**config.mk**
```make
export PLATFORM = sky130hd
export DESIGN_NAME = cbr_controller
export DESIGN_NICKNAME = d
export VERILOG_FILES = /design/src/hdl/cbr_pkg.sv /design/src/hdl/cbr_controller.sv
export SDC_FILE = /design/constraint.sdc
export NUM_CORES = 1
export LEC_CHECK = 0
export ABC_AREA = 1
export BUFFER_PORTS_ARGS = -buffer_cell sky130_fd_sc_hd__buf_2
export CAP_MARGIN = 15
export CORE_ASPECT_RATIO = 1.25
export CORE_MARGIN = 3
export CORE_UTILIZATION = 50
export DETAILED_ROUTE_END_ITERATION = 8
export MAX_ROUTING_LAYER = met4
export PLACE_DENSITY = 0.76
export SLEW_MARGIN = 20
export SYNTH_ARGS = -nofsm -noshare
export SYNTH_HDL_FRONTEND = slang
export SYNTH_SLANG_ARGS = --single-unit
```
**constraint.sdc**
```tcl
create_clock -name clk_i -period 1.8 [get_ports clk_i]
set_clock_uncertainty 0.15 [all_clocks]
set_input_delay 0.36 -clock clk_i [delete_from_list [all_inputs] [get_ports clk_i]]
set_output_delay 0.36 -clock clk_i [all_outputs]
set_load 0.03 [all_outputs]
```
**src/hdl/cbr_pkg.sv**
```systemverilog
package cbr_pkg;

  typedef logic signed [19:0] coord_t;
  typedef logic [11:0]        edge_t;

  typedef enum logic [1:0] {
    CMD_CLEAR   = 2'd0,
    CMD_APPEND  = 2'd1,
    CMD_RESOLVE = 2'd2,
    CMD_UNUSED  = 2'd3
  } cmd_e;

  typedef enum logic [3:0] {
    ST_IDLE,
    ST_READ,
    ST_CLAMP,
    ST_SQUARE,
    ST_TEST,
    ST_SQRT,
    ST_DIV,
    ST_MULA,
    ST_UPDB,
    ST_MULC,
    ST_UPDD,
    ST_FIN
  } state_e;

  localparam logic [7:0] RADIUS_RESET = 8'd25;
  localparam int unsigned SQRT_STEPS  = 16;
  localparam int unsigned DIV_STEPS   = 33;

  // Commands from the controller to the datapath.
  typedef struct packed {
    logic load_in;
    logic mem_we;
    logic mem_re;
    logic clamp;
    logic square;
    logic sqrt_start;
    logic div_start;
    logic mul_a;
    logic upd_b;
    logic mul_c;
    logic upd_d;
    logic out_load;
  } cbr_cmd_t;

  // Status from the datapath to the controller.
  typedef struct packed {
    logic contact;
    logic sqrt_done;
    logic div_done;
  } cbr_sts_t;

  // Divide by 65536, round to nearest, ties away from zero.
  function automatic logic signed [23:0] rnd16(input logic signed [39:0] p);
    logic [39:0] mag;
    logic [40:0] s;
    logic [23:0] m;
    mag = p[39] ? 40'(-p) : 40'(p);
    s   = {1'b0, mag} + 41'd32768;
    m   = s[39:16];
    return p[39] ? 24'(-signed'(m)) : signed'(m);
  endfunction

  function automatic coord_t sat20(input logic signed [23:0] v);
    if (v > 24'sh07FFFF) begin
      return 20'sh7FFFF;
    end else if (v < -24'sh080000) begin
      return -20'sh80000;
    end
    return v[19:0];
  endfunction

endpackage

```
**src/hdl/cbr_controller.sv**
```systemverilog
module cbr_controller #(
  parameter int unsigned MAX_BOXES = 256,
  parameter int unsigned AW        = (MAX_BOXES > 1) ? $clog2(MAX_BOXES) : 1,
  parameter int unsigned CW        = $clog2(MAX_BOXES + 1)
) (
  input  logic              clk_i,
  input  logic              rst_ni,
  input  logic              in_valid_i,
  input  logic [1:0]        in_cmd_i,
  output logic              in_ready_o,
  output logic              out_valid_o,
  input  logic              out_ready_i,
  output cbr_pkg::cbr_cmd_t cmd_o,
  input  cbr_pkg::cbr_sts_t sts_i,
  output logic [AW-1:0]     addr_o
);

  cbr_pkg::state_e state_q, state_d;
  logic [CW-1:0] count_q, count_d, idx_q, idx_d, idx_nx;
  logic out_valid_q, out_valid_d;

  always_ff @(posedge clk_i or negedge rst_ni) begin
    if (!rst_ni) begin
      state_q     <= cbr_pkg::ST_IDLE;
      count_q     <= '0;
      idx_q       <= '0;
      out_valid_q <= 1'b0;
    end else begin
      state_q     <= state_d;
      count_q     <= count_d;
      idx_q       <= idx_d;
      out_valid_q <= out_valid_d;
    end
  end

  assign idx_nx = idx_q + CW'(1);

  always_comb begin
    state_d    = state_q;
    count_d    = count_q;
    idx_d      = idx_q;
    cmd_o      = '0;
    in_ready_o = 1'b0;
    addr_o     = idx_q[AW-1:0];
    case (state_q)
      cbr_pkg::ST_IDLE: begin
        in_ready_o = 1'b1;
        addr_o     = count_q[AW-1:0];
        if (in_valid_i) begin
          case (in_cmd_i)
            cbr_pkg::CMD_CLEAR: begin
              count_d = '0;
            end
            cbr_pkg::CMD_APPEND: begin
              if (count_q < CW'(MAX_BOXES)) begin
                cmd_o.mem_we = 1'b1;
                count_d      = count_q + CW'(1);
              end
            end
            cbr_pkg::CMD_RESOLVE: begin
              cmd_o.load_in = 1'b1;
              idx_d         = '0;
              state_d       = (count_q == '0) ? cbr_pkg::ST_FIN : cbr_pkg::ST_READ;
            end
            default: begin
            end
          endcase
        end
      end
      cbr_pkg::ST_READ: begin
        cmd_o.mem_re = 1'b1;
        state_d      = cbr_pkg::ST_CLAMP;
      end
      cbr_pkg::ST_CLAMP: begin
        cmd_o.clamp = 1'b1;
        state_d     = cbr_pkg::ST_SQUARE;
      end
      cbr_pkg::ST_SQUARE: begin
        cmd_o.square = 1'b1;
        state_d      = cbr_pkg::ST_TEST;
      end
      cbr_pkg::ST_TEST: begin
        if (sts_i.contact) begin
          cmd_o.sqrt_start = 1'b1;
          state_d          = cbr_pkg::ST_SQRT;
        end else if (idx_nx == count_q) begin
          state_d = cbr_pkg::ST_FIN;
        end else begin
          idx_d   = idx_nx;
          state_d = cbr_pkg::ST_READ;
        end
      end
      cbr_pkg::ST_SQRT: begin
        if (sts_i.sqrt_done) begin
          cmd_o.div_start = 1'b1;
          state_d         = cbr_pkg::ST_DIV;
        end
      end
      cbr_pkg::ST_DIV: begin
        if (sts_i.div_done) begin
          state_d = cbr_pkg::ST_MULA;
        end
      end
      cbr_pkg::ST_MULA: begin
        cmd_o.mul_a = 1'b1;
        state_d     = cbr_pkg::ST_UPDB;
      end
      cbr_pkg::ST_UPDB: begin
        cmd_o.upd_b = 1'b1;
        state_d     = cbr_pkg::ST_MULC;
      end
      cbr_pkg::ST_MULC: begin
        cmd_o.mul_c = 1'b1;
        state_d     = cbr_pkg::ST_UPDD;
      end
      cbr_pkg::ST_UPDD: begin
        cmd_o.upd_d = 1'b1;
        if (idx_nx == count_q) begin
          state_d = cbr_pkg::ST_FIN;
        end else begin
          idx_d   = idx_nx;
          state_d = cbr_pkg::ST_READ;
        end
      end
      cbr_pkg::ST_FIN: begin
        if (!out_valid_q || out_ready_i) begin
          cmd_o.out_load = 1'b1;
          state_d        = cbr_pkg::ST_IDLE;
        end
      end
      default: begin
        state_d = cbr_pkg::ST_IDLE;
      end
    endcase
  end

  always_comb begin
    if (cmd_o.out_load) begin
      out_valid_d = 1'b1;
    end else if (out_ready_i) begin
      out_valid_d = 1'b0;
    end else begin
      out_valid_d = out_valid_q;
    end
  end

  assign out_valid_o = out_valid_q;

endmodule

```
==> flow_summary.yaml, run 1 <==
synthesis:
  synth_top_family_by_area: "simple AND/OR/NAND/NOR gates"
  synth_area_mm2: 0.00174
  syn_inst: 269
  syn_nets: 281
  synth.distinct_cells: 30
  yosysSeqAreaShare_pct: 33.1
  synth_compound_area_share_pct: 11.2
  synth_xor_area_share_pct: 0.504
  yosysWarnings: 0
  synth.mux.area_fraction_pct: 0.647
  post_synth.cell_area_avg_um2: 6.47
  synth-simple-area-share_pct: 41.4
  synth-seq-cells: 23
  yosys.area_share.adder_pct: 2.16
cts:
  cts_root_buf: "clkbuf_8"
  cts_made_buffers: 3
  cts_sinks: 23
  clk_path_buf_depth: 2
  htreeDepth: 1
floorplan:
  initial_core_util_pct: 53.0
  die_x_um: 58.8
  rows: 23
  io_pins: 31
  die_h_um: 71.9
outcome:
  tool.error: "[ERROR DPL-0038] Utilization greater than 100%, impossible to legalize"
  status: "stopped before the end"
  lastStage: "global routing (5_1_grt)"
placement:
  routabilityCongestion: 0.832
  place_worst_setup_slack_ps: -186
  dp_hpwl_um: 3770
  place_inst: 377
  place.port_buffers: 30
timing:
  worstEndpointType: "register input"
  crit_endpoint: "idx_q[6]$_DFFE_PN0P_/D"
global_route:
  grt_max_degree: 24
==> kinds of logic after synthesis <==
group                      count (synthesis)
and+or+nand+nor                          158
buffers and inverters                     46
AOI/OAI and AO/OA                         37
DFF                                       23
adders and majority gates                  3
xor gates and xnor gates                   1
muxes                                      1
==> cells in the mapped netlist <==
library cell | instances | area share (%)
nor2_8 | 1 | 1.2
a21oi_1 | 6 | 1.7
nor3b_1 | 3 | 1.3
nand2_1 | 70 | 15
nand3_1 | 25 | 7.2
buf_8 | 1 | 0.86
nand2_2 | 4 | 1.4
buf_4 | 1 | 0.43
buf_2 | 2 | 0.58
nand2_4 | 1 | 0.65
nor4_1 | 1 | 0.36
dfrtp_1 | 23 | 33
ha_1 | 3 | 2.2
nor2_4 | 1 | 0.65
o21ai_0 | 16 | 4.6
xnor2_1 | 1 | 0.50
nand4_2 | 1 | 0.72
o21ai_2 | 1 | 0.50
o22ai_1 | 1 | 0.36
nand3_2 | 2 | 1.2
nand4_1 | 5 | 1.8
nor3_1 | 6 | 1.7
clkinv_1 | 1 | 0.22
clkbuf_1 | 1 | 0.22
o21ai_1 | 11 | 3.2
mux2_2 | 1 | 0.65
inv_2 | 1 | 0.22
o21bai_1 | 2 | 0.86
nor2_1 | 38 | 8.2
inv_1 | 39 | 8.4
==> per-stage QoR <==
| step | instance area [um2] | util [%] |
|---|---|---|
| 3_3_place_gp | 2400 | 73.3 |
| 2_1_floorplan | 1910 | - |
| 3_5_place_dp | 2400 | 73.3 |
| 4_1_cts | 2940 | 89.7 |
==> timing repair <==
action	in CTS
hold endpoints to repair	23
endpoints found under the setup margin	33
gates resized for setup	85
hold buffers	1
setup buffers	10
cloned	5
pin swaps	5
==> run 2, diff against run 1 <==
--- a/config.mk
+++ b/config.mk
@@ -8,12 +8,10 @@
 export ABC_AREA = 1
 export BUFFER_PORTS_ARGS = -buffer_cell sky130_fd_sc_hd__buf_2
 export CAP_MARGIN = 15
-export CORE_ASPECT_RATIO = 1.25
 export CORE_MARGIN = 3
-export CORE_UTILIZATION = 50
+export CORE_UTILIZATION = 35
 export DETAILED_ROUTE_END_ITERATION = 8
-export MAX_ROUTING_LAYER = met4
-export PLACE_DENSITY = 0.76
+export PLACE_DENSITY_LB_ADDON = 0.15
 export SLEW_MARGIN = 20
 export SYNTH_ARGS = -nofsm -noshare
 export SYNTH_HDL_FRONTEND = slang
==> constraint.sdc (replaced) <==
create_clock -name clk_i -period 2.3 [get_ports clk_i]
set_clock_uncertainty 0.15 [all_clocks]
set_input_delay 0.46 -clock clk_i [delete_from_list [all_inputs] [get_ports clk_i]]
set_output_delay 0.46 -clock clk_i [all_outputs]
set_load 0.03 [all_outputs]
==> run 2 against run 1 <==
  * The run now ends clean
  * Synthesized cell count unchanged
  * Synthesized area unchanged
==> flow_summary.yaml, run 2 <==
outcome:
  status: "complete, no violations"
critical_path:
  arrival_ps: 1610
  cp.required_ps: 1690
  r2r-start: "idx_q[0]"
  critical_path_class: "reg2out"
  reg2reg_setup_slack_ps: 260
  start_kind: "flip-flop"
  reg2reg_to: "idx_q[0]"
  startpoint: "state_q[2]"
  critical_path.max_fanout: 8
  ff2ff_path_depth: 14
  end_kind: "output port"
floorplan:
  rows: 25
  initial_core_util_pct: 36.6
  die_x_um: 76.5
  die-area_mm2: 0.00585
  io_pins: 31
  die_h_um: 76.5
  coreArea_mm2: 0.00475
global_route:
  grt_max_degree: 24
  antenna_found_initial: 0
  grt_usage_pct: 16.6
  grt_pass1_wl_um: 7910
  grt_pass1_vias: 1622
  grt.overflow.total: 0
synthesis:
  synth_edf_count: 0
  synthTopCellsByCount: "nand2_1, inv_1, nor2_1"
  yosysWarnings: 0
  synth.most_common_cell: "nand2_1"
  yosysSeqAreaShare_pct: 33.1
  synth_top_area_cell: "dfrtp_1"
  syn_nets: 281
  post_synth.cell_area_avg_um2: 6.47
  ys.flop_type: "dfrtp_1"
  yosys.area.top_type_share_pct: 33.1
  synth-seq-cells: 23
  synth_area_mm2: 0.00174
  netlist_top_cells_area: "dfrtp_1, nand2_1, inv_1"
  syn_inst: 269
  synth.distinct_cells: 30
  synthArstFlopShare_pct: 100
cells_and_area:
  final_cell_mix: "nand2_1, inv_1, nor2_1"
  drive_above_1_share_pct: 18.5
  area_growth_pct: 17.8
  regArea_um2: 577
  mostFrequentLayoutCell: "nand2_1"
  postLayoutCoreUtil_pct: 43.1
  nFillCells: 546
  finish.instance_area_mm2: 0.00205
  multi_input_area_um2: 998
  num_antenna_cells: 0
  reg_top3: "count_q (9), idx_q (9), state_q (4)"
  final_nets: 316
placement:
  place.port_buffers: 30
  routabilityCongestion: 0.893
  dp_hpwl_um: 3580
  placed_area_mm2: 0.00197
drt:
  firstDrtPassIters: 4
  num_vias: 1749
  dr.first_iter.drc_count: 135
  ant_nets: 0
  drt-total-wl_um: 4560
  drc: 0
  wl_met1_um: 2370
  routed.top_layer: "met4"
  wl_met3_um: 172
  via_per_inst: 4.73
  dr_wl_met2_um: 1930
  post_drt_wl_per_cell_um: 12.3
timing:
  final_max_slew_viol_count: 0
  relSlewSlack_pct: 63.0
  post-route-period-util_pct: 96.6
  tns_ps: 0
  period_minus_slack_ps: 2220
  tightest_slew_ps: 555
  hold_ws_ps: 15.9
  hold_violations: 0
  max_clock_freq_mhz: 450
  setup_viol: 0
cts:
  clk_latency_ps: 270
  cts_tree: "done"
  cts_root_buf: "clkbuf_8"
  cts_made_buffers: 3
  cts_sinks: 23
  htreeDepth: 1
  path_clk_slew_ps: 90
  clk_path_buf_depth: 2
pwr:
  power_uw: 2250
  p_leak_uw: 0.00101
  peakVddDrop_uv: 383
  p_per_area_mw_per_mm2: 1100
min_path:
  worstHoldPathType: "in2async"
run:
  drv_cap: 0
[run 2: cell counts after synthesis]
No cell type changed its count.
[run 2: how the worst max path moves through the flow]
stage / endpoint / depth (start not counted)
2_1_floorplan: addr_o[0] / 5
3_3_place_gp: idx_q[2] / 14
3_5_place_dp: idx_q[5] / 14
4_1_cts: addr_o[4] / 5
5_1_grt: idx_q[7] / 14
6_report: addr_o[4] / 5
[run 2: per-layer routing]
layer	vias up	GRT usage, %
li1	930	-
met1	775	25.3
met2	34	23.7
met3	10	2.36
met4	0	5.43
met5	-	0
[run 2: report_power, final]
group / switching, uW / total (uW) / leakage (uW) / internal (uW)
Sequential: 127 / 650 / 0.000300 / 523
Combinational: 924 / 1330 / 0.000686 / 406
Clock: 144 / 268 / 0.0000228 / 124
Total: 1190 / 2250 / 0.00101 / 1050
[run 2: cell type report]
cell class | instances | area share (%)
well taps | 67 | 4.09
inverters | 41 | 7.51
clock buffers | 4 | 2.20
flip-flops and latches | 23 | 28.2
multi-input cells | 200 | 48.7
repair buffers | 35 | 9.29
[run 2: critical path, stage by stage (launching register included)]
cell     delay, ps
dfrtp_1        450
nor2_2         170
nand2_2        110
buf_4          180
o21ai_0        190
buf_2          230
[run 2: repair_timing]
| item | 4_1_cts | 5_1_grt |
|---|---|---|
| endpoints found under the setup margin | 0 | 20 |
| gates resized for setup | 0 | 6 |
| hold buffers | 0 | 0 |
| setup buffers | 0 | 1 |
[run 2: kinds of logic (layout without fill, tap and decap cells)]
kind of cell	after synthesis	count (layout)	synth area share, %
AOI/OAI and AO/OA	37	37	11.2
xor gates and xnor gates	1	1	0.504
adders and majority gates	3	3	2.16
buffers and inverters	46	80	10.9
DFF	23	23	33.1
muxes	1	1	0.647
and+or+nand+nor	158	158	41.4
[run 2: per-stage QoR]
| stage | std cells | setup slack (ps) |
|---|---|---|
| 2_1_floorplan | 269 | 30.2 |
| 3_3_place_gp | 365 | 195 |
| 3_5_place_dp | 365 | 138 |
| 4_1_cts | 369 | 12.3 |
| 5_1_grt | 370 | -0.350 |
| 6_report | 370 | 77.7 |
Power figures use the tool's default switching activity.
==> run 3, diff against run 2 <==
--- a/config.mk
+++ b/config.mk
@@ -12,6 +12,8 @@
 export CORE_UTILIZATION = 35
 export DETAILED_ROUTE_END_ITERATION = 8
 export PLACE_DENSITY_LB_ADDON = 0.15
+export RECOVER_POWER = 50
+export SKIP_CTS_REPAIR_TIMING = 1
 export SLEW_MARGIN = 20
 export SYNTH_ARGS = -nofsm -noshare
 export SYNTH_HDL_FRONTEND = slang
==> run 3 against run 2 <==
  * Clock-buffer cell count is the same
  * Maximum frequency did not move
  * Combinational power about the same
  * Cell count is the same
  * Via count did not move
  * First-iteration DRC count did not move
  * Global-route usage unchanged
  * Non-clock buffer count is the same
  * Sequential share of layout area is 0.052 points higher
  * Register-to-register slack is essentially flat
  * Setup slack did not move
  * Largest cell class unchanged
==> flow_summary.yaml, run 3 (same netlist as run 2, synthesis figures left out) <==
outcome:
  status: "complete, no violations"
min_path:
  whs_endpoint: "out_valid_o"
  min_path_cells: 2
  min_from: "out_ready_i"
  worstHoldPathType: "in2reg"
timing:
  max_clock_freq_mhz: 450
  hold_violations: 0
  final_max_slew_viol_count: 0
  relSlewSlack_pct: 11.7
  tightest_slew_ps: 1320
  setup_viol: 0
  period_minus_slack_ps: 2220
  post-route-period-util_pct: 96.6
critical_path:
  cp_slowest_cell: "dfrtp_1"
  cp.required_ps: 1690
  reg2reg_setup_slack_ps: 260
  start_kind: "flip-flop"
  crit_family: "flip-flops"
  path_buf_inv: 2
  critical_path.max_fanout: 8
  end_kind: "output port"
  ff2ff_path_depth: 14
  arrival_ps: 1610
  crit_path_max_incr_delay_ps: 450
  r2r-start: "idx_q[0]"
  reg2reg_to: "idx_q[0]"
  critical_path_class: "reg2out"
  path_cells: "nor2_2 > nand2_2 > buf_4 > o21ai_0 > buf_2"
drt:
  drc: 0
  drt-total-wl_um: 4550
  ant_nets: 0
  dr.first_iter.drc_count: 135
  post_drt_wl_per_cell_um: 12.3
  num_vias: 1749
  via_per_inst: 4.73
  firstDrtPassIters: 4
cts:
  cts_root_buf: "clkbuf_8"
  cts_tree: "done"
  clk_latency_ps: 270
  cts_made_buffers: 3
  clk_path_buf_depth: 2
  htreeDepth: 1
  path_clk_slew_ps: 90
  cts_sinks: 23
pwr:
  internal_power_uw: 1050
  power_switching_uw: 1190
  p_clk_share_pct: 11.9
  peakVddDrop_uv: 383
  seqPwrFrac_pct: 29.0
  combPwrFrac_pct: 59.1
  p_leak_uw: 0.000998
  p_per_area_mw_per_mm2: 1100
  switching_share_pct: 53.2
  power_uw: 2240
global_route:
  grt_max_degree: 24
  grt.overflow.total: 0
  grt_pass1_wl_um: 7910
  antenna_found_initial: 0
  grt_usage_pct: 16.6
  grt_pass1_vias: 1622
floorplan:
  initial_core_util_pct: 36.6
  die-area_mm2: 0.00585
  rows: 25
  io_pins: 31
  die_h_um: 76.5
  coreArea_mm2: 0.00475
  die_x_um: 76.5
cells_and_area:
  final_nets: 316
  drive_above_1_share_pct: 17.5
  final_cell_mix: "nand2_1, inv_1, nor2_1"
  finish.instance_area_mm2: 0.00204
  area_growth_pct: 17.6
  reg_top3: "count_q (9), idx_q (9), state_q (4)"
  num_antenna_cells: 0
  mostFrequentLayoutCell: "nand2_1"
run:
  drv_cap: 0
placement:
  routabilityCongestion: 0.893
  dp_hpwl_um: 3580
  placed_area_mm2: 0.00197
  place.port_buffers: 30
-- run 3: routing by layer --
| layer | up-vias | global-route usage (%) | wire [um] |
|---|---|---|---|
| met2 | 34 | 23.7 | 1930 |
| met3 | 10 | 2.36 | 170 |
| met1 | 775 | 25.3 | 2370 |
| li1 | 930 | - | - |
| met5 | - | 0 | 0 |
| met4 | 0 | 5.43 | 80 |
-- run 3: worst max path at each step --
stage / from / end / slack [ps] / depth (start not counted)
floorplan: state_q[0] / addr_o[0] / 30 / 5
global placement: idx_q[0] / idx_q[2] / 190 / 14
detailed placement: idx_q[0] / idx_q[5] / 140 / 14
CTS: state_q[2] / addr_o[4] / 10 / 5
global route: idx_q[0] / idx_q[7] / -0.4 / 14
finish: state_q[2] / addr_o[4] / 80 / 5
-- run 3: power groups by stage --
stage / clock network, uW / registers (uW) / logic, uW
finish: 268 / 650 / 1330
global route: 296 / 665 / 1480
CTS: 277 / 655 / 1270
detailed placement: 0 / 662 / 1270
global placement: 0 / 660 / 1270
floorplan: 0 / 627 / 964
-- run 3: area by class of cell --
cell class                      instances  area [um2]
Fill cell                             548        2710
Inverter                               41         154
Sequential cell                        23         577
Timing Repair Buffer                   35         186
Clock buffer                            4        45.0
Tap cell                               67        83.8
Multi-Input combinational cell        200         998
-- run 3: per-stage QoR --
stage                     cells  setup TNS, ps  setup WS, ps  utilization (%)  hold WS [ps]
after global placement      365              0           195             41.5           337
after floorplan             269              0          30.2                -          14.4
after global routing        370         -0.350        -0.350             43.0           251
after detailed placement    365              0           138             41.5           343
after CTS                   369              0          12.3             42.4          43.9
final                       370              0          77.7             43.0           217
==> run 4, diff against run 3 <==
--- a/config.mk
+++ b/config.mk
@@ -5,12 +5,11 @@
 export SDC_FILE = /design/constraint.sdc
 export NUM_CORES = 1
 export LEC_CHECK = 0
-export ABC_AREA = 1
 export BUFFER_PORTS_ARGS = -buffer_cell sky130_fd_sc_hd__buf_2
 export CAP_MARGIN = 15
-export CORE_MARGIN = 3
-export CORE_UTILIZATION = 35
+export CORE_AREA = 3 3 64 66
 export DETAILED_ROUTE_END_ITERATION = 8
+export DIE_AREA = 0 0 67 69
 export PLACE_DENSITY_LB_ADDON = 0.15
 export RECOVER_POWER = 50
 export SKIP_CTS_REPAIR_TIMING = 1
==> run 4 against run 3 <==
  * The run now ends with setup timing left
  * Total power up 19%
  * Routed wire length up 14%
  * Sequential power down 5.4%
  * Global-route usage up 5.0 points
  * Clock power down 1%
  * Non-clock buffer count up 38
  * First-iteration DRC count down 8.1%
  * Synthesized cell count down 19%
  * Utilization up 26 points
  * Critical path depth up 1
  * Via count up 5.7%
  * Sequential cell count unchanged
  * Largest power group unchanged
==> flow_summary.yaml, run 4 <==
floorplan:
  die_h_um: 69
  coreArea_mm2: 0.00363
  io_pins: 31
  rows: 22
  initial_core_util_pct: 48.3
  die_x_um: 67
  die-area_mm2: 0.00462
drt:
  ant_nets: 0
  post_drt_wl_per_cell_um: 15.8
  drt-total-wl_um: 5180
  firstDrtPassIters: 4
  via_per_inst: 5.64
  dr.first_iter.drc_count: 124
  drc: 0
  num_vias: 1849
timing:
  setup_viol: 18
  tightest_slew_ps: 1320
  final_max_slew_viol_count: 0
  fin_ws_ps: -119
  period_minus_slack_ps: 2420
  hold_ws_ps: 313
  tns_ps: -1070
  max_clock_freq_mhz: 413
  hold_violations: 0
  relSlewSlack_pct: 12.0
  rsz0062_at_grt: "yes"
  post-route-period-util_pct: 105
global_route:
  grt_usage_pct: 21.6
  grt.overflow.total: 0
  grt_max_degree: 24
  grt_pass1_wl_um: 7830
  antenna_found_initial: 0
  grt_pass1_vias: 1639
synthesis:
  syn_inst: 217
  synth_area_mm2: 0.00176
  yosysSeqAreaShare_pct: 32.8
  synth_top_area_cell: "dfrtp_1"
  synthTopCellsByCount: "nand2_1, dfrtp_1, nor2_1"
  ys.flop_type: "dfrtp_1"
  synth.most_common_cell: "nand2_1"
  synthArstFlopShare_pct: 100
  post_synth.cell_area_avg_um2: 8.10
  synth.distinct_cells: 54
  synth_edf_count: 0
  yosys.area.top_type_share_pct: 32.8
  syn_nets: 229
  netlist_top_cells_area: "dfrtp_1, nand2_1, o21ai_0"
  yosysWarnings: 0
  synth-seq-cells: 23
run:
  drv_cap: 0
cts:
  htreeDepth: 1
  clk_path_buf_depth: 2
  clk_latency_ps: 270
  path_clk_slew_ps: 90
  cts_sinks: 23
  cts_root_buf: "clkbuf_8"
  cts_tree: "done"
  cts_made_buffers: 3
critical_path:
  start_kind: "flip-flop"
  ff2ff_path_depth: 10
  cp_slowest_cell: "or4_4"
  r2r-start: "idx_q[0]"
  crit_family: "simple AND/OR/NAND/NOR gates"
  arrival_ps: 1810
  critical_path.max_fanout: 8
  path_cells: "or4_4 > inv_4 > buf_8 > nand2_1 > nand2_2 > buf_6"
  path_buf_inv: 3
  cp.required_ps: 1690
  reg2reg_setup_slack_ps: -50
  end_kind: "output port"
  reg2reg_to: "state_q[1]"
  critical_path_class: "reg2out"
  crit_path_max_incr_delay_ps: 580
placement:
  routabilityCongestion: 0.995
  placed_area_mm2: 0.00220
  place_inst: 319
  dp_hpwl_um: 3670
  place.port_buffers: 30
cells_and_area:
  fin_cells: 328
  nFillCells: 321
  regArea_um2: 579
  drive_above_1_share_pct: 42.5
  mostFrequentLayoutCell: "buf_4"
  final_cell_mix: "buf_4, nand2_1, dfrtp_1"
  multi_input_area_mm2: 0.00124
  reg_top3: "count_q (9), idx_q (9), state_q (4)"
  num_antenna_cells: 0
  final_nets: 293
  finish.instance_area_mm2: 0.00252
  area_growth_pct: 43.3
min_path:
  worstHoldPathType: "in2async"
pwr:
  p_leak_uw: 0.00121
  peakVddDrop_uv: 851
  p_per_area_mw_per_mm2: 1060
outcome:
  failed_checks: "setup timing"
  status: "finished, violations left"
[run 4: cell count changes in the layout (fill, tap and decap cells not counted), moves of 9 or more]
cell	delta
nand2_1	-48
buf_4	+36
inv_1	-31
nand3_1	-18
nor2_1	-18
buf_6	+11
buf_2	-10
o21ai_1	-9
[run 4: area by class of cell]
class | count | area share (%)
multi-input cells | 171 | 49.1
flip-flops and latches | 23 | 23.0
repair buffers | 73 | 22.3
well taps | 48 | 2.39
clock buffers | 4 | 1.79
inverters | 9 | 1.44
[run 4: routing by layer]
layer	part of all wire, %	global-route usage, %	wire length [um]
met1	46	32.2	2360
met2	49	32.1	2550
met3	4.1	3.58	213
met4	1.1	5.18	57
met5	0	0	0
[run 4: kinds of logic after synthesis]
| family | share of synthesized area, % |
|---|---|
| XOR/XNOR | 6.98 |
| adder cells (fa/ha/maj) | 2.14 |
| buffers and inverters | 6.12 |
| AO/OA/AOI/OAI | 18.2 |
| multiplexers | 3.13 |
| flip-flops | 32.8 |
| AND/OR/NAND/NOR | 30.6 |
[run 4: worst max path at each step]
stage | start | endpoint | slack [ps] | depth (start not counted)
finish | state_q[1] | addr_o[3] | -120 | 6
global route | idx_q[0] | state_q[1] | -200 | 10
CTS | state_q[1] | cmd_o[11] | -250 | 6
detailed placement | idx_q[1] | state_q[1] | -50 | 10
global placement | idx_q[1] | idx_q[2] | 1 | 9
floorplan | state_q[0] | addr_o[0] | -230 | 4
[run 4: per-stage QoR]
stage / util, % / worst slack (ps) / total power (uW)
5_1_grt: 69.3 / -199 / 2860
4_1_cts: 61.8 / -246 / 2340
2_1_floorplan: - / -228 / 1560
3_3_place_gp: 60.6 / 0.990 / 2050
6_report: 69.3 / -119 / 2680
3_5_place_dp: 60.6 / -50.8 / 2070
[run 4: power breakdown]
part / leakage [uW] / total [uW] / internal (uW) / switching, uW
Combinational: 0.000883 / 1800 / 790 / 1010
Clock: 0.0000228 / 264 / 124 / 140
Sequential: 0.000303 / 615 / 499 / 116
